$ cat src/c2e_pkg.sv
`timescale 1ns / 1ps
// ----------------------------------------------------------------------------
// c2e_pkg
// Types, constants and tables for the calendar to epoch seconds pipeline.
// ----------------------------------------------------------------------------
package c2e_pkg;

   // pipeline depth from accepted item to result strobe
   localparam int PipeDepth = 6;

   // month folding: bias keeps (month + bias) positive, bias = 11 * 12
   localparam logic [9:0]  MonthBias   = 10'd132;
   localparam logic [16:0] Recip12     = 17'd171;   // 2^11 / 12, rounded up
   localparam logic [14:0] MonthCarry  = 15'd11;

   // year counting: G = full year - 1 + 6400 stays positive for every
   // normalized year; 6400 is a whole number of 400-year cycles
   localparam logic [14:0] YearBias    = 15'd8299;
   localparam logic [24:0] Recip25     = 25'd5243;  // 2^17 / 25, rounded up
   localparam logic [12:0] LeapBias    = 13'd2029;
   localparam logic signed [14:0] EpochYear = 15'sd70;
   localparam logic signed [9:0]  DaysPerYear = 10'sd365;
   localparam logic signed [17:0] SecsPerDay  = 18'sd86400;

   typedef struct packed {
      logic signed [14:0] year;     // normalized years since 1900
      logic [3:0]         month;    // 0..11
      logic [4:0]         day;
      logic [16:0]        tod;      // seconds within the day
   } c2e_norm_type;

   typedef struct packed {
      logic signed [22:0] year_days; // 365 * (year - 70)
      logic signed [12:0] leaps;     // leap days between epoch and year start
      logic               leap;
      logic [3:0]         month;
      logic [4:0]         day;
      logic [16:0]        tod;
   } c2e_year_type;

   function automatic logic [8:0] days_before(input logic [3:0] month);
      logic [8:0] d;
      unique case (month)
         4'd0:    d = 9'd0;
         4'd1:    d = 9'd31;
         4'd2:    d = 9'd59;
         4'd3:    d = 9'd90;
         4'd4:    d = 9'd120;
         4'd5:    d = 9'd151;
         4'd6:    d = 9'd181;
         4'd7:    d = 9'd212;
         4'd8:    d = 9'd243;
         4'd9:    d = 9'd273;
         4'd10:   d = 9'd304;
         4'd11:   d = 9'd334;
         default: d = 9'd0;
      endcase
      return d;
   endfunction

endpackage

$ cat src/c2e_date_norm.sv
`timescale 1ns / 1ps
// ----------------------------------------------------------------------------
// c2e_date_norm
// Stage 1: fold the month into the year and form seconds within the day.
// ----------------------------------------------------------------------------
module c2e_date_norm (
   input  logic                clock,
   input  logic                reset,
   input  logic                in_valid,
   input  logic [13:0]         years_since_1900,
   input  logic [7:0]          month_index,
   input  logic [4:0]          day_of_month,
   input  logic [4:0]          hour_of_day,
   input  logic [5:0]          minute_of_hour,
   input  logic [5:0]          second_of_minute,
   output logic                out_valid,
   output c2e_pkg::c2e_norm_type out_data
);
   import c2e_pkg::*;

   logic [9:0]   mon_biased;
   logic [8:0]   mon_pos;
   logic [16:0]  quot_prod;
   logic [5:0]   quot;
   logic [8:0]   mon_rem;
   logic         valid_ff;
   c2e_norm_type data_in;
   c2e_norm_type data_ff;

   // floor(month / 12) via reciprocal; exact for values below 512
   assign mon_biased = {{2{month_index[7]}}, month_index} + MonthBias;
   assign mon_pos    = mon_biased[8:0];
   assign quot_prod  = {8'b0, mon_pos} * Recip12;
   assign quot       = quot_prod[16:11];
   assign mon_rem    = mon_pos - ({3'b0, quot} * 9'd12);

   always_comb begin
      data_in.year  = {years_since_1900[13], years_since_1900}
                      + {9'b0, quot} - MonthCarry;
      data_in.month = mon_rem[3:0];
      data_in.day   = day_of_month;
      data_in.tod   = ({12'b0, hour_of_day} * 17'd3600)
                      + ({11'b0, minute_of_hour} * 17'd60)
                      + {11'b0, second_of_minute};
   end

   always_ff @(posedge clock) begin
      if (reset) begin
         valid_ff <= 1'b0;
      end else begin
         valid_ff <= in_valid;
      end
      data_ff <= data_in;
   end

   assign out_valid = valid_ff;
   assign out_data  = data_ff;

endmodule

$ cat src/c2e_year_days.sv
`timescale 1ns / 1ps
// ----------------------------------------------------------------------------
// c2e_year_days
// Stages 2 and 3: day count to 1 January of the year and the leap flag.
// ----------------------------------------------------------------------------
module c2e_year_days (
   input  logic                  clock,
   input  logic                  reset,
   input  logic                  in_valid,
   input  c2e_pkg::c2e_norm_type in_data,
   output logic                  out_valid,
   output c2e_pkg::c2e_year_type out_data
);
   import c2e_pkg::*;

   // stage 2
   logic [14:0]        g_in;
   logic [24:0]        p100_in;
   logic [22:0]        p400_in;
   logic signed [14:0] year_off;
   logic signed [24:0] yd_full;
   logic               valid2_ff;
   logic [14:0]        g_ff;
   logic [24:0]        p100_ff;
   logic [22:0]        p400_ff;
   logic signed [22:0] yd_ff;
   c2e_norm_type       norm_ff;

   // stage 3
   logic [7:0]         q100;
   logic [5:0]         q400;
   logic [12:0]        q4;
   logic [14:0]        r100_full;
   logic [14:0]        r400_full;
   logic               leap;
   logic [12:0]        leaps;
   logic               valid3_ff;
   c2e_year_type       data_in;
   c2e_year_type       data_ff;

   assign g_in     = in_data.year + YearBias;
   // G/100 = (G/4)/25 and G/400 = (G/16)/25, reciprocal exact in range
   assign p100_in  = {12'b0, g_in[14:2]} * Recip25;
   assign p400_in  = 23'({14'b0, g_in[14:4]} * Recip25);
   assign year_off = in_data.year - EpochYear;
   assign yd_full  = year_off * DaysPerYear;

   always_ff @(posedge clock) begin
      if (reset) begin
         valid2_ff <= 1'b0;
      end else begin
         valid2_ff <= in_valid;
      end
      g_ff    <= g_in;
      p100_ff <= p100_in;
      p400_ff <= p400_in;
      yd_ff   <= yd_full[22:0];
      norm_ff <= in_data;
   end

   assign q100      = p100_ff[24:17];
   assign q400      = p400_ff[22:17];
   assign q4        = g_ff[14:2];
   assign r100_full = g_ff - ({7'b0, q100} * 15'd100);
   assign r400_full = g_ff - ({9'b0, q400} * 15'd400);

   // year = G + 1 - 6400; G mod 4 == 3 means year divisible by 4
   assign leap  = (g_ff[1:0] == 2'b11)
                  && ((r100_full[6:0] != 7'd99) || (r400_full[8:0] == 9'd399));
   assign leaps = q4 - {5'b0, q100} + {7'b0, q400} - LeapBias;

   always_comb begin
      data_in.year_days = yd_ff;
      data_in.leaps     = leaps;
      data_in.leap      = leap;
      data_in.month     = norm_ff.month;
      data_in.day       = norm_ff.day;
      data_in.tod       = norm_ff.tod;
   end

   always_ff @(posedge clock) begin
      if (reset) begin
         valid3_ff <= 1'b0;
      end else begin
         valid3_ff <= valid2_ff;
      end
      data_ff <= data_in;
   end

   assign out_valid = valid3_ff;
   assign out_data  = data_ff;

endmodule

$ cat src/c2e_sec_accum.sv
`timescale 1ns / 1ps
// ----------------------------------------------------------------------------
// c2e_sec_accum
// Stages 4 to 6: day total, scale to seconds, add time of day.
// ----------------------------------------------------------------------------
module c2e_sec_accum (
   input  logic                  clock,
   input  logic                  reset,
   input  logic                  in_valid,
   input  c2e_pkg::c2e_year_type in_data,
   output logic                  out_valid,
   output logic [38:0]           epoch_seconds,
   output logic                  leap_year
);
   import c2e_pkg::*;

   logic [22:0]        days_in;
   logic               leap_day;
   logic               valid4_ff;
   logic signed [22:0] days_ff;
   logic [16:0]        tod4_ff;
   logic               leap4_ff;
   logic signed [40:0] prod_in;
   logic               valid5_ff;
   logic [39:0]        prod_ff;
   logic [16:0]        tod5_ff;
   logic               leap5_ff;
   logic [39:0]        secs_in;
   logic               valid6_ff;
   logic [38:0]        secs_ff;
   logic               leap6_ff;

   // add the leap day from March on
   assign leap_day = in_data.leap && (in_data.month >= 4'd2);
   assign days_in  = in_data.year_days
                     + {{10{in_data.leaps[12]}}, in_data.leaps}
                     + {14'b0, days_before(in_data.month)}
                     + {22'b0, leap_day}
                     + {18'b0, in_data.day}
                     - 23'd1;

   always_ff @(posedge clock) begin
      if (reset) begin
         valid4_ff <= 1'b0;
      end else begin
         valid4_ff <= in_valid;
      end
      days_ff  <= days_in;
      tod4_ff  <= in_data.tod;
      leap4_ff <= in_data.leap;
   end

   assign prod_in = days_ff * SecsPerDay;

   always_ff @(posedge clock) begin
      if (reset) begin
         valid5_ff <= 1'b0;
      end else begin
         valid5_ff <= valid4_ff;
      end
      prod_ff  <= prod_in[39:0];
      tod5_ff  <= tod4_ff;
      leap5_ff <= leap4_ff;
   end

   assign secs_in = prod_ff + {23'b0, tod5_ff};

   always_ff @(posedge clock) begin
      if (reset) begin
         valid6_ff <= 1'b0;
      end else begin
         valid6_ff <= valid5_ff;
      end
      secs_ff  <= secs_in[38:0];
      leap6_ff <= leap5_ff;
   end

   assign out_valid     = valid6_ff;
   assign epoch_seconds = secs_ff;
   assign leap_year     = leap6_ff;

endmodule

$ cat src/calendar_to_epoch_seconds.sv
`timescale 1ns / 1ps
// ----------------------------------------------------------------------------
// calendar_to_epoch_seconds
// Gregorian date and time to signed seconds since 1970-01-01, with leap flag.
// ----------------------------------------------------------------------------
//
//   channel   handshake          payload
//   --------  -----------------  --------------------------------------------
//   request   start && !busy     req_years_since_1900 .. req_second_of_minute
//   response  rsp_valid (strobe) rsp_epoch_seconds, rsp_leap_year
//
// Cycles: one item enters per clock while busy is low; each result strobes
//   once its item has passed the six register stages: month fold,
//   reciprocal products, leap count, day total, day-to-seconds multiply,
//   final add.
// Reset: synchronous; clears the valid bits of every stage and holds busy
//   high until the cycle after reset drops.
// Stalls: none on the result side; busy is raised only by reset.
//
// Datapath outline:
//   - fold month outside 0..11 into the year with floor division by 12
//   - count leap days as G/4 - G/100 + G/400 over a biased, positive year
//     G, so negative years need no special handling
//   - sum days, scale by 86400, add hour, minute and second seconds
//
module calendar_to_epoch_seconds (
   input  logic        clock,
   input  logic        reset,
   input  logic        start,
   output logic        busy,
   input  logic [13:0] req_years_since_1900,
   input  logic [7:0]  req_month_index,
   input  logic [4:0]  req_day_of_month,
   input  logic [4:0]  req_hour_of_day,
   input  logic [5:0]  req_minute_of_hour,
   input  logic [5:0]  req_second_of_minute,
   output logic        rsp_valid,
   output logic [38:0] rsp_epoch_seconds,
   output logic        rsp_leap_year
);
   import c2e_pkg::*;

   logic         busy_ff;
   logic         accept;
   logic         norm_valid;
   c2e_norm_type norm_data;
   logic         year_valid;
   c2e_year_type year_data;

   // busy is a registered copy of reset, so it drops after reset is released
   always_ff @(posedge clock) begin
      busy_ff <= reset;
   end

   assign busy   = busy_ff;
   assign accept = start && !busy_ff;

   // stage 1: month fold and time of day
   c2e_date_norm u_date_norm (
      .clock            (clock),
      .reset            (reset),
      .in_valid         (accept),
      .years_since_1900 (req_years_since_1900),
      .month_index      (req_month_index),
      .day_of_month     (req_day_of_month),
      .hour_of_day      (req_hour_of_day),
      .minute_of_hour   (req_minute_of_hour),
      .second_of_minute (req_second_of_minute),
      .out_valid        (norm_valid),
      .out_data         (norm_data)
   );

   // stages 2-3: days to the start of the year, leap flag
   c2e_year_days u_year_days (
      .clock     (clock),
      .reset     (reset),
      .in_valid  (norm_valid),
      .in_data   (norm_data),
      .out_valid (year_valid),
      .out_data  (year_data)
   );

   // stages 4-6: day total, seconds, registered result
   c2e_sec_accum u_sec_accum (
      .clock         (clock),
      .reset         (reset),
      .in_valid      (year_valid),
      .in_data       (year_data),
      .out_valid     (rsp_valid),
      .epoch_seconds (rsp_epoch_seconds),
      .leap_year     (rsp_leap_year)
   );

endmodule

$ cat config.mk
export PLATFORM = sky130hd
export DESIGN_NAME = calendar_to_epoch_seconds
export DESIGN_NICKNAME = d
export VERILOG_FILES = /design/src/c2e_pkg.sv /design/src/c2e_date_norm.sv /design/src/c2e_year_days.sv /design/src/c2e_sec_accum.sv /design/src/calendar_to_epoch_seconds.sv
export SDC_FILE = /design/constraint.sdc
export NUM_CORES = 1
export LEC_CHECK = 0
export BUFFER_PORTS_ARGS = -buffer_cell sky130_fd_sc_hd__buf_2
export CELL_PAD_IN_SITES_DETAIL_PLACEMENT = 0
export CELL_PAD_IN_SITES_GLOBAL_PLACEMENT = 2
export CORE_ASPECT_RATIO = 0.9
export CORE_UTILIZATION = 45
export CTS_CLUSTER_SIZE = 24
export DETAILED_ROUTE_END_ITERATION = 10
export PLACE_DENSITY = 0.93
export SLEW_MARGIN = 20
export SYNTH_ARGS = -nofsm -noshare
export SYNTH_HDL_FRONTEND = slang
export SYNTH_SLANG_ARGS = --single-unit
$ cat constraint.sdc
create_clock -name clock -period 14.5 [get_ports clock]
set_input_delay 1.45 -clock clock [delete_from_list [all_inputs] [get_ports clock]]
set_output_delay 1.45 -clock clock [all_outputs]
set_load 0.02 [all_outputs]
* After elaboration in Yosys (flattened, before gate mapping) *
Memories as Yosys holds them, arrays and structs flattened. A register that Yosys moved wholly into a read port is not among the register bits.
Cells that the tools add are included.

word-level totals
  register bits = 354
  output and inout bits = 42
  memory bits (writable) = 0
  memory bits (read-only) = 144
  memories = 1
  bits in latches = 0
  logic and storage cells = 71

cells by class
  eq/ne operators = 3
  bitwise logic cells = 0
  shifts and indexed selects = 0
  muxes and demuxes = 0
  divide/modulo/power cells = 0
  multiply operators = 10
  add/sub/neg operators = 19
  $lt $le $gt $ge = 1
  reduce and logical (&&, ||, !) cells = 5

memories
  name             words  width  rd ports  clocked after memory_dff  write ports  RTL line       text
  (no name shown)  16     9      1         1                         0            c2e_pkg.sv:43  unique case (month)

operators by type and width
  cell                    number
  $add 39x17->39          1
  $mul 23x11->32 const B  1
  $mul 13x13->25 const B  1
  $add 23x1->23           1
  $add 23x23->23          1
  $add 23x5->23           1
  $add 23x9->23           1
  $mul 11x13->23 const B  1
  $mul 15x10->23 const B  1
  $sub 23x1->23 const B   1
  $add 17x12->17          1
  $add 17x6->17           1
  $mul 9x8->17 const B    1
  $add 14x7->15           1
  $add 15x14->15 const B  1
  $sub 15x4->15 const B   1
  $sub 15x8->15 const B   1
  $add 13x6->13           1
  $mul 5x8->13 const B    1
  $sub 13x11->13 const B  1
  $sub 13x8->13           1
  $mul 6x4->10 const B    1
  $add 8x9->9 const B     1
  $eq 9x9->1 const B      1
  other kinds (12)        14

* Logic depth before layout (Yosys ltp) *
Gate-level depths: netlist (run 1).

  depth in word-level cells = 5
  depth in mapped cells = 32
  depth with buffers taken out = 32

* Cells and area by module *
Synthesis (run 1) repeated with hierarchy kept, for this count alone.

unflattened totals
  cell total of the unflattened synthesis = 2775
  area, all modules = 27471.3 µm²

modules (own cells, without submodules)
  module                     area an instance (µm²)  instances  cells an instance  seq. area each (µm²)
  c2e_year_days              12517.0                 1          1196               2862.7
  c2e_sec_accum              10411.2                 1          1098               2682.6
  c2e_date_norm              4509.3                  1          479                840.8
  calendar_to_epoch_seconds  33.8                    1          2                  20.0

* Worst setup path after synthesis (run 1) *
OpenSTA, ideal clock, no wires.

  kind = input-to-reg
  from = input req_month_index[2]
  to = register u_date_norm.data_ff (netlist bit u_date_norm.out_data[38])
  setup time = 121 ps
  stages on the path = 32
  arrival = 7260 ps
  buffers on the path = 0
  path slack = 7119 ps
  cells stage by stage = inv_1 > ha_1 > inv_1 > ha_1 > inv_1 > fa_1 > inv_1 > fa_1 > inv_1 > fa_1 > inv_1 > ha_1 > o21a_1 > o21a_1 > o21ai_0 > a21oi_1 > a21oi_1 > inv_1 > a21oi_1 > xor2_1 > ha_1 > inv_1 > ha_1 > a21o_1 > a21oi_1 > o21bai_1 > a21oi_1 > o21ai_0 > a41o_1 > nor3_1 > nor2_1 > xor2_1

RTL lines
  what                  RTL line                         text
  start, declared       calendar_to_epoch_seconds.sv:32  input logic [7:0] req_month_index,
  end signal, assigned  c2e_date_norm.sv:53              data_ff <= data_in;
  end, declared         c2e_date_norm.sv:28              c2e_norm_type data_ff;

* Worst setup path in the final report (run 1) *
  from = register u_date_norm.data_ff (netlist bit u_date_norm.out_data[27])
  to = register u_year_days.p400_ff[21]

between the ends
  word-level cells in the longest chain between the ends = 2

ends and longest elaborated chain
  what                         RTL line             text
  $add 15x14->15               c2e_year_days.sv:41  assign g_in = in_data.year + YearBias;
  net u_year_days.g_in[11]     c2e_year_days.sv:17  logic [14:0] g_in;
  $mul 11x13->23               c2e_year_days.sv:44  assign p400_in = 23'({14'b0, g_in[14:4]} * Recip25);
  net u_year_days.p400_in[21]  c2e_year_days.sv:19  logic [22:0] p400_in;
  end signal, assigned         c2e_year_days.sv:56  p400_ff <= p400_in;
  end, declared                c2e_year_days.sv:25  logic [22:0] p400_ff;

The timed path passes the listed nets, and every way through them passes these cells.
A chain may end at the register's enable or synchronous reset.

==> qor.txt, run 1 <==
Layout cell share with drive strength beyond 1 = 6.59%
First-iteration detailed-routing DRC count = 454
Maximum number of buffers from clock root to sink = 3
Clock sink total = 328
Initial standard-cell utilization of the core = 45.6%
CTS Buf Count = 38
Total inserted antenna cells = 0
Signed area change from the synthesized netlist to the final layout = 10.2%
Vertical extent of the die = 233 um
Critical path peak fanout = 7
Detail Route Antenna Nets = 0
Area share of the leading cell type in the synthesized netlist = 26.1%
Library cell with the highest instance count after synthesis = sky130_fd_sc_hd__inv_1
Post-route core utilization = 50.3%
Register clock-pin slew on the reported worst setup and hold paths = 0.06 ns
Die X = 259 um
CTS tree = built
Sequential fraction of the synthesis area = 24.6%
Number of pins exceeding their max-slew limit in the final report = 0
Fraction of synthesis flops using an asynchronous set or reset pin = 0%
Number of global-route vias before repair = 17300
Number of levels the H-tree was split into = 2
EDFF count, synth = 0
Post-CTS sizing = 0
Number of nets in the layout = 3654
Wirelength per Cell = 12.9 um
Count of input and output buffers = 88
Kind of capture point of the worst setup path = flip-flop
First drt pass iteration count = 4
Post-synthesis instance total = 2666
Number of post-CTS setup repair buffers = 0
Max-slew headroom at the worst pin = 23.2%
Slew at the pin with the worst max-slew slack = 1.15 ns
Master cell of the clock root buffer = sky130_fd_sc_hd__clkbuf_16
Antenna violations before repair = 0
Peak clock frequency supported by timing = 0.129 GHz
Minimum clock period after layout = 7.77 ns
Global-route wire length before repair = 80100 um
Register bit count reported by yosys = 328
Number of hold violations in the final report = 0
Clock Latency Late Sink = 0.56 ns
Setup-violating endpoint count in the final report = 0
Core area = 58500 sq um
Via count = 16600
Type of the most critical hold path = flip-flop to flip-flop
DRC violations left = 0
Post-synthesis instance area = 26700 sq um
Worst path arrival time = 8.25 ns
Skew final = 0.0216 ns
# rows = 84
Net count of the mapped netlist = 3527
Run status = finished clean
Boundary Pins = 89
Routability Congestion = 0.875
Setup TNS after final layout = 0 ns
Warnings from Yosys = 0
Pin count of the biggest net entering global routing = 15
Setup crit start kind = flip-flop
Unrepaired setup endpoints after global routing = no
Overall global routing resource usage = 16.1%
Category of the critical setup timing path = flip-flop to flip-flop
Global route total overflow = 0
Cell taking the most area after synthesis = sky130_fd_sc_hd__ha_1
Req. time, crit path = 14.99 ns
Max-cap viol count = 0
CTS Hold Bufs = 0
Count of cell types in the netlist = 75
Most frequently used flop master after synthesis = sky130_fd_sc_hd__dfxtp_1
Overall routed net length = 46300 um
Leading cell types by total area after synthesis = sky130_fd_sc_hd__ha_1, sky130_fd_sc_hd__dfxtp_1, sky130_fd_sc_hd__fa_1, sky130_fd_sc_hd__inv_1, sky130_fd_sc_hd__xnor2_1
Final HPWL from detailed placement = 39900 um
Final clock period utilization by the worst path = 53.6%
Routed via count divided by cell count = 4.62
Full die area = 60300 sq um
Average size of a mapped cell = 10.0 sq um
Most common library cells after synthesis = sky130_fd_sc_hd__inv_1, sky130_fd_sc_hd__ha_1, sky130_fd_sc_hd__dfxtp_1
worst paths after layout:
path                                     from                          endpoint  slack (ns)  cells after the start
max          u_date_norm.out_data[27]$_DFF_P_   u_year_days.p400_ff[21]$_DFF_P_        6.73                     27
min             u_year_days.yd_ff[10]$_DFF_P_  u_year_days.out_data[50]$_DFF_P_        0.31                      0
max reg2reg  u_date_norm.out_data[27]$_DFF_P_   u_year_days.p400_ff[21]$_DFF_P_        6.73                     27
min reg2reg     u_year_days.yd_ff[10]$_DFF_P_  u_year_days.out_data[50]$_DFF_P_        0.31                      0
cell usage in the layout (no fill, tap or decap), types with 44 or more instances in the layout:
cell type	instances
sky130_fd_sc_hd__a21oi_1	107
sky130_fd_sc_hd__buf_2	88
sky130_fd_sc_hd__dfxtp_1	328
sky130_fd_sc_hd__fa_1	256
sky130_fd_sc_hd__ha_1	558
sky130_fd_sc_hd__inv_1	709
sky130_fd_sc_hd__nand2_1	67
sky130_fd_sc_hd__nor2_1	67
sky130_fd_sc_hd__o21ai_0	44
sky130_fd_sc_hd__xnor2_1	142
sky130_fd_sc_hd__xor2_1	72
final cells by class:
cell class,instances,area [sq um]
Tap cell,774,968
Multi-Input combinational cell,1618,17500
Fill cell,5299,29100
Sequential cell,328,6570
Timing Repair Buffer,98,515
Clock inverter,12,148
Clock buffer,57,1130
Inverter,709,2660
state kept, by name (all words and copies together) (netlist names), 6 cells and up, named ones only:
| register | count |
|---|---|
| u_year_days.out_data | 62 |
| u_sec_accum.tod5_ff | 17 |
| u_sec_accum.prod_ff | 32 |
| u_year_days.p400_ff | 6 |
| u_year_days.yd_ff | 23 |
| u_sec_accum.days_ff | 23 |
| u_sec_accum.epoch_seconds | 39 |
| u_sec_accum.tod4_ff | 17 |
| u_year_days.g_ff | 15 |
| u_year_days.p100_ff | 8 |
| u_year_days.data_in | 26 |
| u_date_norm.out_data | 41 |
through the flow:
stage	cell area [sq um]	hold slack (ns)	std cells	setup WS (ns)
floorplan	26700	0.310	2666	7.12
global placement	28200	0.310	3527	6.56
detailed placement	28200	0.312	3527	6.34
CTS	29400	0.312	3596	6.70
global route	29400	0.327	3596	6.06
finish	29400	0.309	3596	6.73
kinds of logic after synthesis:
kind of cell             synth area share (%)
AO/OA/AOI/OAI                            7.34
multiplexers                           0.0749
buffers and inverters                    10.1
XOR/XNOR                                 7.14
AND/OR/NAND/NOR                          5.41
flip-flops                               24.6
adder cells (fa/ha/maj)                  45.3
worst max-delay path, cell delays in order (launching register included):
cell	delay, ns
sky130_fd_sc_hd__dfxtp_1	0.42
sky130_fd_sc_hd__inv_1	0.15
sky130_fd_sc_hd__ha_1	0.23
sky130_fd_sc_hd__a21oi_1	0.21
sky130_fd_sc_hd__inv_1	0.06
sky130_fd_sc_hd__o21ai_0	0.33
sky130_fd_sc_hd__and2_1	0.27
sky130_fd_sc_hd__and3b_1	0.21
sky130_fd_sc_hd__xnor2_1	0.74
sky130_fd_sc_hd__inv_1	0.31
sky130_fd_sc_hd__ha_1	0.40
sky130_fd_sc_hd__inv_1	0.07
sky130_fd_sc_hd__xnor2_1	0.28
sky130_fd_sc_hd__fa_1	0.50
sky130_fd_sc_hd__fa_1	0.52
sky130_fd_sc_hd__inv_1	0.06
sky130_fd_sc_hd__fa_1	0.50
sky130_fd_sc_hd__fa_1	0.49
sky130_fd_sc_hd__ha_1	0.33
sky130_fd_sc_hd__a21oi_1	0.15
sky130_fd_sc_hd__nor2_1	0.05
sky130_fd_sc_hd__o22ai_1	0.16
sky130_fd_sc_hd__o311ai_1	0.17
sky130_fd_sc_hd__a21oi_1	0.29
sky130_fd_sc_hd__o21ai_1	0.16
sky130_fd_sc_hd__or2_2	0.31
sky130_fd_sc_hd__a21oi_1	0.18
sky130_fd_sc_hd__xnor2_1	0.13
per-layer routing:
metal / GRT usage (%) / up-vias / wire, um
met5: 0 / - / 0
li1: - / 8686 / -
met3: 2.05 / 52 / 1160
met1: 20.8 / 7744 / 22300
met4: 4.12 / 0 / 878
met2: 28.3 / 148 / 22000
Power of run 1 is left out: the tool's default activity adds up to more than one toggle a clock period on the data nets, which glitch-free logic cannot reach.
==> run 2: changes to the inputs <==
--- a/config.mk
+++ b/config.mk
@@ -5,14 +5,15 @@
 export SDC_FILE = /design/constraint.sdc
 export NUM_CORES = 1
 export LEC_CHECK = 0
+export ABC_AREA = 1
 export BUFFER_PORTS_ARGS = -buffer_cell sky130_fd_sc_hd__buf_2
 export CELL_PAD_IN_SITES_DETAIL_PLACEMENT = 0
 export CELL_PAD_IN_SITES_GLOBAL_PLACEMENT = 2
 export CORE_ASPECT_RATIO = 0.9
-export CORE_UTILIZATION = 45
+export CORE_UTILIZATION = 37
 export CTS_CLUSTER_SIZE = 24
 export DETAILED_ROUTE_END_ITERATION = 10
-export PLACE_DENSITY = 0.93
+export PLACE_DENSITY = 0.86
 export SLEW_MARGIN = 20
 export SYNTH_ARGS = -nofsm -noshare
 export SYNTH_HDL_FRONTEND = slang
==> constraint.sdc (replaced) <==
create_clock -name clock -period 6.9 [get_ports clock]
set_input_delay 0.69 -clock clock [delete_from_list [all_inputs] [get_ports clock]]
set_output_delay 0.69 -clock clock [all_outputs]
set_load 0.02 [all_outputs]
==> run 2 against run 1 <==
Compared with the run above: flip-flop and latch count is the same; fmax up 28%; worst hold slack got worse by 0.11 ns; routed wire length is 33% higher; setup slack worse by 5.9 ns; area after synthesis grew 8.9%; first-iteration DRC count increased by 33%; sequential share of layout area fell by 2.0 points.
==> qor.txt, run 2 <==
Kind of capture point of the worst setup path = flip-flop
Gate family responsible for the most delay along the worst path = adder cells
Max-cap viol count = 0
Sequential fraction of the synthesis area = 22.6%
Setup TNS after final layout = 0 ns
Buffering stage count on the worst path with inverters included = 3
Most frequently used flop master after synthesis = sky130_fd_sc_hd__dfxtp_1
Category of the critical setup timing path = flip-flop to flip-flop
# rows = 97
Master cell of the clock root buffer = sky130_fd_sc_hd__clkbuf_16
Multi-input combinational cell area = 19400 sq um
Net count of the mapped netlist = 4205
Final HPWL from detailed placement = 53600 um
Overall routed net length = 61800 um
Full die area = 79800 sq um
Cell taking the most area after synthesis = sky130_fd_sc_hd__ha_1
Sequential Area = 6570 sq um
Setup-violating endpoint count in the final report = 0
Pin count of the biggest net entering global routing = 15
Global-route wire length before repair = 105000 um
Maximum number of buffers from clock root to sink = 3
CTS Buf Count = 40
Final Cell Area = 32300 sq um
Routability Congestion = 0.865
Post-synthesis instance area = 29100 sq um
Fraction of synthesis flops using an asynchronous set or reset pin = 0%
Vertical extent of the die = 268 um
Cells along the critical path = inv_1, ha_1, nand2_1, nand2_2, nand2_2, nand3_4, nand4_4, nor2_4, xor2_2, inv_1, ha_1, inv_1, ha_1, fa_1, fa_1, fa_1, fa_1, ha_1, nand2_1, nor4_1, nand4_1, nand3_1, xor2_1
EDFF count, synth = 0
Post-CTS sizing = 0
Initial standard-cell utilization of the core = 37.4%
Final clock period utilization by the worst path = 87.9%
Setup crit start kind = flip-flop
Global route hottest layer = met2
Overall global routing resource usage = 16.1%
Area share of the leading cell type in the synthesized netlist = 24.0%
Number of levels the H-tree was split into = 2
Via count = 20400
Met1 track demand over resource = 21.6%
Max-slew headroom at the worst pin = 33.1%
Wirelength per Cell = 13.6 um
Largest register FFs = 62
Number of global-route vias before repair = 21300
Routed via count divided by cell count = 4.48
Critical path peak fanout = 7
Post-synthesis instance total = 3344
CTS Hold Bufs = 0
CP max stage delay = 0.50 ns
Register bit count reported by yosys = 328
Total inserted antenna cells = 0
Standard cell area after detailed placement = 30900 sq um
Clock sink total = 328
Leading cell types by total area after synthesis = sky130_fd_sc_hd__ha_1, sky130_fd_sc_hd__dfxtp_1, sky130_fd_sc_hd__fa_1, sky130_fd_sc_hd__inv_1, sky130_fd_sc_hd__nand2_1
Most common library cells after synthesis = sky130_fd_sc_hd__inv_1, sky130_fd_sc_hd__ha_1, sky130_fd_sc_hd__nand2_1
Crit path launch = u_date_norm.out_data[27]$_DFF_P_
Skew final = 0.0442 ns
CTS tree = built
Layout fillers = 7894
Most frequent cells in the layout = sky130_fd_sc_hd__inv_1, sky130_fd_sc_hd__ha_1, sky130_fd_sc_hd__nand2_1
Unrepaired setup endpoints after global routing = no
Minimum clock period after layout = 6.06 ns
Warnings from Yosys = 0
Clock Latency Late Sink = 0.59 ns
Global route total overflow = 0
Average size of a mapped cell = 8.70 sq um
Library cell with the highest instance count after synthesis = sky130_fd_sc_hd__inv_1
Req. time, crit path = 7.38 ns
DRC violations left = 0
Number of nets in the layout = 4344
Die X = 298 um
Count of cell types in the netlist = 50
Antenna violations before repair = 1
Reg2Reg Launch Point = u_date_norm.out_data[27]$_DFF_P_
Hold path startpoint = req_day_of_month[1]
Register clock-pin slew on the reported worst setup and hold paths = 0.06 ns
Slew at the pin with the worst max-slew slack = 1.00 ns
GRT met2 Usage = 27.7%
Count of input and output buffers = 88
Detail Route Antenna Nets = 0
Type of the most critical hold path = input port to flip-flop
Number of hold violations in the final report = 0
Run status = finished clean
First-iteration detailed-routing DRC count = 604
Most frequent standard cell in the layout excluding fill and tap cells = sky130_fd_sc_hd__inv_1
Signed area change from the synthesized netlist to the final layout = 11.0%
Boundary Pins = 89
GRT met3 Usage = 1.84%
First drt pass iteration count = 5
Peak clock frequency supported by timing = 0.165 GHz
Worst path arrival time = 6.55 ns
CP max-delay cell = sky130_fd_sc_hd__fa_1
Layout cell share with drive strength beyond 1 = 6.06%
Core area = 77800 sq um
Number of post-CTS setup repair buffers = 0
Number of pins exceeding their max-slew limit in the final report = 0
## run 2: final timing paths
path                                                              to  slack [ns]  cells past startpoint
worst max-delay path                 u_year_days.p400_ff[20]$_DFF_P_        0.84                     23
worst min-delay path                u_date_norm.out_data[18]$_DFF_P_        0.20                      1
worst max register to register       u_year_days.p400_ff[20]$_DFF_P_        0.84                     23
worst min register to register  u_sec_accum.epoch_seconds[3]$_DFF_P_        0.29                      0
## run 2: metrics by stage
step	hold WS, ns	instances	setup slack [ns]	utilization (%)
2_1_floorplan	0.310	3344	1.19	-
3_3_place_gp	0.310	4480	0.677	39.7
3_5_place_dp	0.312	4480	0.623	39.7
4_1_cts	0.150	4553	0.823	41.5
5_1_grt	0.164	4553	0.397	41.5
6_report	0.203	4553	0.838	41.5
## run 2: kinds of logic (layout without fill, tap and decap cells)
| group | after synthesis | in the layout | share of synthesized area [%] |
|---|---|---|---|
| xor+xnor | 199 | 199 | 6.11 |
| compound gates | 354 | 354 | 6.85 |
| fa+ha+maj | 814 | 814 | 41.6 |
| simple gates | 805 | 805 | 12.0 |
| flops | 328 | 328 | 22.6 |
| buf+inv | 844 | 1014 | 10.9 |
## run 2: final cells by class
type                       count  area share (%)
clock buffer                  47            3.24
timing repair buffer         102            1.69
inverter                     839            9.75
multi-input combinational   2172            59.9
sequential                   328            20.3
tap                         1039            4.02
clock inverter                26            1.08
## run 2: metal layers
layer	up-vias	wire length [um]
met5	-	0
met1	9392	30300
met2	199	28700
met4	0	1140
met3	61	1690
li1	10800	-
## run 2: worst register-to-register path: stages, from the launching register on
cell	delay, ns
sky130_fd_sc_hd__dfxtp_1	0.37
sky130_fd_sc_hd__inv_1	0.21
sky130_fd_sc_hd__ha_1	0.18
sky130_fd_sc_hd__nand2_1	0.08
sky130_fd_sc_hd__nand2_2	0.11
sky130_fd_sc_hd__nand2_2	0.07
sky130_fd_sc_hd__nand3_4	0.11
sky130_fd_sc_hd__nand4_4	0.11
sky130_fd_sc_hd__nor2_4	0.15
sky130_fd_sc_hd__xor2_2	0.42
sky130_fd_sc_hd__inv_1	0.18
sky130_fd_sc_hd__ha_1	0.37
sky130_fd_sc_hd__inv_1	0.11
sky130_fd_sc_hd__ha_1	0.32
sky130_fd_sc_hd__fa_1	0.49
sky130_fd_sc_hd__fa_1	0.46
sky130_fd_sc_hd__fa_1	0.50
sky130_fd_sc_hd__fa_1	0.50
sky130_fd_sc_hd__ha_1	0.33
sky130_fd_sc_hd__nand2_1	0.10
sky130_fd_sc_hd__nor4_1	0.39
sky130_fd_sc_hd__nand4_1	0.15
sky130_fd_sc_hd__nand3_1	0.12
sky130_fd_sc_hd__xor2_1	0.15
Power of run 2 is left out for the same reason.
==> run 3: changes to the inputs <==
--- a/config.mk
+++ b/config.mk
@@ -13,7 +13,7 @@
 export CORE_UTILIZATION = 37
 export CTS_CLUSTER_SIZE = 24
 export DETAILED_ROUTE_END_ITERATION = 10
-export PLACE_DENSITY = 0.86
+export PLACE_DENSITY_LB_ADDON = 0.1
 export SLEW_MARGIN = 20
 export SYNTH_ARGS = -nofsm -noshare
 export SYNTH_HDL_FRONTEND = slang
==> run 3 against run 2 <==
Compared with the run above: flip-flop and latch count did not move; largest cell class unchanged; cell count barely moved; setup slack improved by 0.092 ns; utilization rose by 0.11 points; worst hold slack improved by 0.0011 ns; via count rose by 2.3%.
==> qor.txt, run 3 (same netlist as run 2, synthesis figures left out) <==
Reg2Reg Launch Point = u_date_norm.out_data[27]$_DFF_P_
Most frequent standard cell in the layout excluding fill and tap cells = sky130_fd_sc_hd__inv_1
Crit path launch = u_date_norm.out_data[27]$_DFF_P_
CTS tree = built
Total inserted antenna cells = 0
Req. time, crit path = 7.40 ns
Register clock-pin slew on the reported worst setup and hold paths = 0.06 ns
Number of hold violations in the final report = 0
Wirelength per Cell = 15.6 um
First drt pass iteration count = 5
Vertical extent of the die = 268 um
Skew final = 0.0305 ns
Largest register FFs = 62
Number of post-CTS setup repair buffers = 0
Kind of capture point of the worst setup path = flip-flop
Critical path peak fanout = 7
Maximum number of buffers from clock root to sink = 3
Final HPWL from detailed placement = 62500 um
Post-CTS sizing = 0
Detail Route Antenna Nets = 0
CTS Hold Bufs = 0
Count of input and output buffers = 88
Clock Latency Late Sink = 0.59 ns
Initial standard-cell utilization of the core = 37.4%
Hold path startpoint = req_day_of_month[3]
Max-slew headroom at the worst pin = 34.3%
Routability Congestion = 0.827
Core area = 77800 sq um
Final clock period utilization by the worst path = 86.5%
Number of global-route vias before repair = 21900
Signed area change from the synthesized netlist to the final layout = 11.3%
Layout cell share with drive strength beyond 1 = 6.14%
Type of the most critical hold path = input port to flip-flop
Pin count of the biggest net entering global routing = 15
Full die area = 79800 sq um
Antenna violations before repair = 2
First-iteration detailed-routing DRC count = 705
Most frequent cells in the layout = sky130_fd_sc_hd__inv_1, sky130_fd_sc_hd__ha_1, sky130_fd_sc_hd__nand2_1
Slew at the pin with the worst max-slew slack = 0.983 ns
Minimum clock period after layout = 5.97 ns
Setup crit start kind = flip-flop
Setup-violating endpoint count in the final report = 0
Number of nets in the layout = 4347
Run status = finished clean
CTS Buf Count = 40
Routed via count divided by cell count = 4.58
Layout fillers = 7846
Peak clock frequency supported by timing = 0.168 GHz
Die X = 298 um
Number of levels the H-tree was split into = 2
Category of the critical setup timing path = flip-flop to flip-flop
Global-route wire length before repair = 115000 um
Clock sink total = 328
DRC violations left = 0
Worst path arrival time = 6.47 ns
Overall global routing resource usage = 18.2%
# rows = 97
Overall routed net length = 71000 um
Number of pins exceeding their max-slew limit in the final report = 0
Unrepaired setup endpoints after global routing = no
Max-cap viol count = 0
Setup TNS after final layout = 0 ns
Global route total overflow = 0
Master cell of the clock root buffer = sky130_fd_sc_hd__clkbuf_16
Boundary Pins = 89
Via count = 20900
## run 3: changes by cell type in the layout (fill, tap and decap cells not counted)
cell / change
sky130_fd_sc_hd__inv_8: -1
sky130_fd_sc_hd__bufinv_16: +3
sky130_fd_sc_hd__inv_6: -2
sky130_fd_sc_hd__clkinv_4: -1
sky130_fd_sc_hd__clkbuf_8: +1
sky130_fd_sc_hd__buf_4: +3
sky130_fd_sc_hd__clkinvlp_4: +1
sky130_fd_sc_hd__clkbuf_1: -1
sky130_fd_sc_hd__clkinv_2: -1
## run 3: metal layers
| layer | up-vias | part of all wire, % | global-route usage (%) |
|---|---|---|---|
| met2 | 273 | 49 | 32.7 |
| met1 | 9751 | 46 | 22.9 |
| met3 | 94 | 2.6 | 2.02 |
| met5 | - | 0 | 0 |
| li1 | 10800 | - | - |
| met4 | 0 | 2.7 | 5.35 |
## run 3: critical path, stage by stage, from the launching register on
cell and delay (ns):
sky130_fd_sc_hd__dfxtp_1 0.36, sky130_fd_sc_hd__inv_1 0.21, sky130_fd_sc_hd__ha_1 0.18, sky130_fd_sc_hd__nand2_1 0.08, sky130_fd_sc_hd__nand2_2 0.10, sky130_fd_sc_hd__nand2_2 0.08
sky130_fd_sc_hd__nand3_4 0.10, sky130_fd_sc_hd__nand4_4 0.11, sky130_fd_sc_hd__nor2_4 0.15, sky130_fd_sc_hd__xor2_2 0.41, sky130_fd_sc_hd__inv_1 0.16, sky130_fd_sc_hd__ha_1 0.37
sky130_fd_sc_hd__inv_1 0.11, sky130_fd_sc_hd__ha_1 0.32, sky130_fd_sc_hd__fa_1 0.47, sky130_fd_sc_hd__fa_1 0.53, sky130_fd_sc_hd__fa_1 0.46, sky130_fd_sc_hd__fa_1 0.48
sky130_fd_sc_hd__ha_1 0.33, sky130_fd_sc_hd__nand2_1 0.11, sky130_fd_sc_hd__nor4_1 0.36, sky130_fd_sc_hd__nand4_1 0.15, sky130_fd_sc_hd__nand3_1 0.13, sky130_fd_sc_hd__xor2_1 0.14
## run 3: cell type report
| class | instances | area (sq um) | area share (%) |
|---|---|---|---|
| timing repair buffer | 105 | 568 | 1.75 |
| clock inverter | 25 | 403 | 1.24 |
| multi-input combinational | 2172 | 19400 | 59.7 |
| clock buffer | 47 | 1060 | 3.26 |
| tap | 1039 | 1300 | 4.01 |
| sequential | 328 | 6570 | 20.3 |
| inverter | 839 | 3150 | 9.72 |
## run 3: final timing paths
kind	slack [ns]	depth (start not counted)	endpoint
setup / recovery	0.93	23	u_year_days.p400_ff[20]$_DFF_P_
hold / removal	0.20	1	u_date_norm.out_data[20]$_DFF_P_
setup reg to reg	0.93	23	u_year_days.p400_ff[20]$_DFF_P_
hold reg to reg	0.32	0	u_sec_accum.tod5_ff[6]$_DFF_P_
## run 3: metrics by stage
| step | utilization [%] | hold slack [ns] | instances | cell area, sq um | worst slack (ns) |
|---|---|---|---|---|---|
| final | 41.6 | 0.204 | 4555 | 32400 | 0.930 |
| after global routing | 41.6 | 0.172 | 4555 | 32400 | 0.416 |
| after CTS | 41.6 | 0.155 | 4555 | 32400 | 0.893 |
| after detailed placement | 39.8 | 0.312 | 4483 | 30900 | 0.559 |
| after global placement | 39.8 | 0.310 | 4483 | 30900 | 0.653 |
| after floorplan | - | 0.310 | 3344 | 29100 | 1.19 |
Power of run 3 is left out for the same reason.
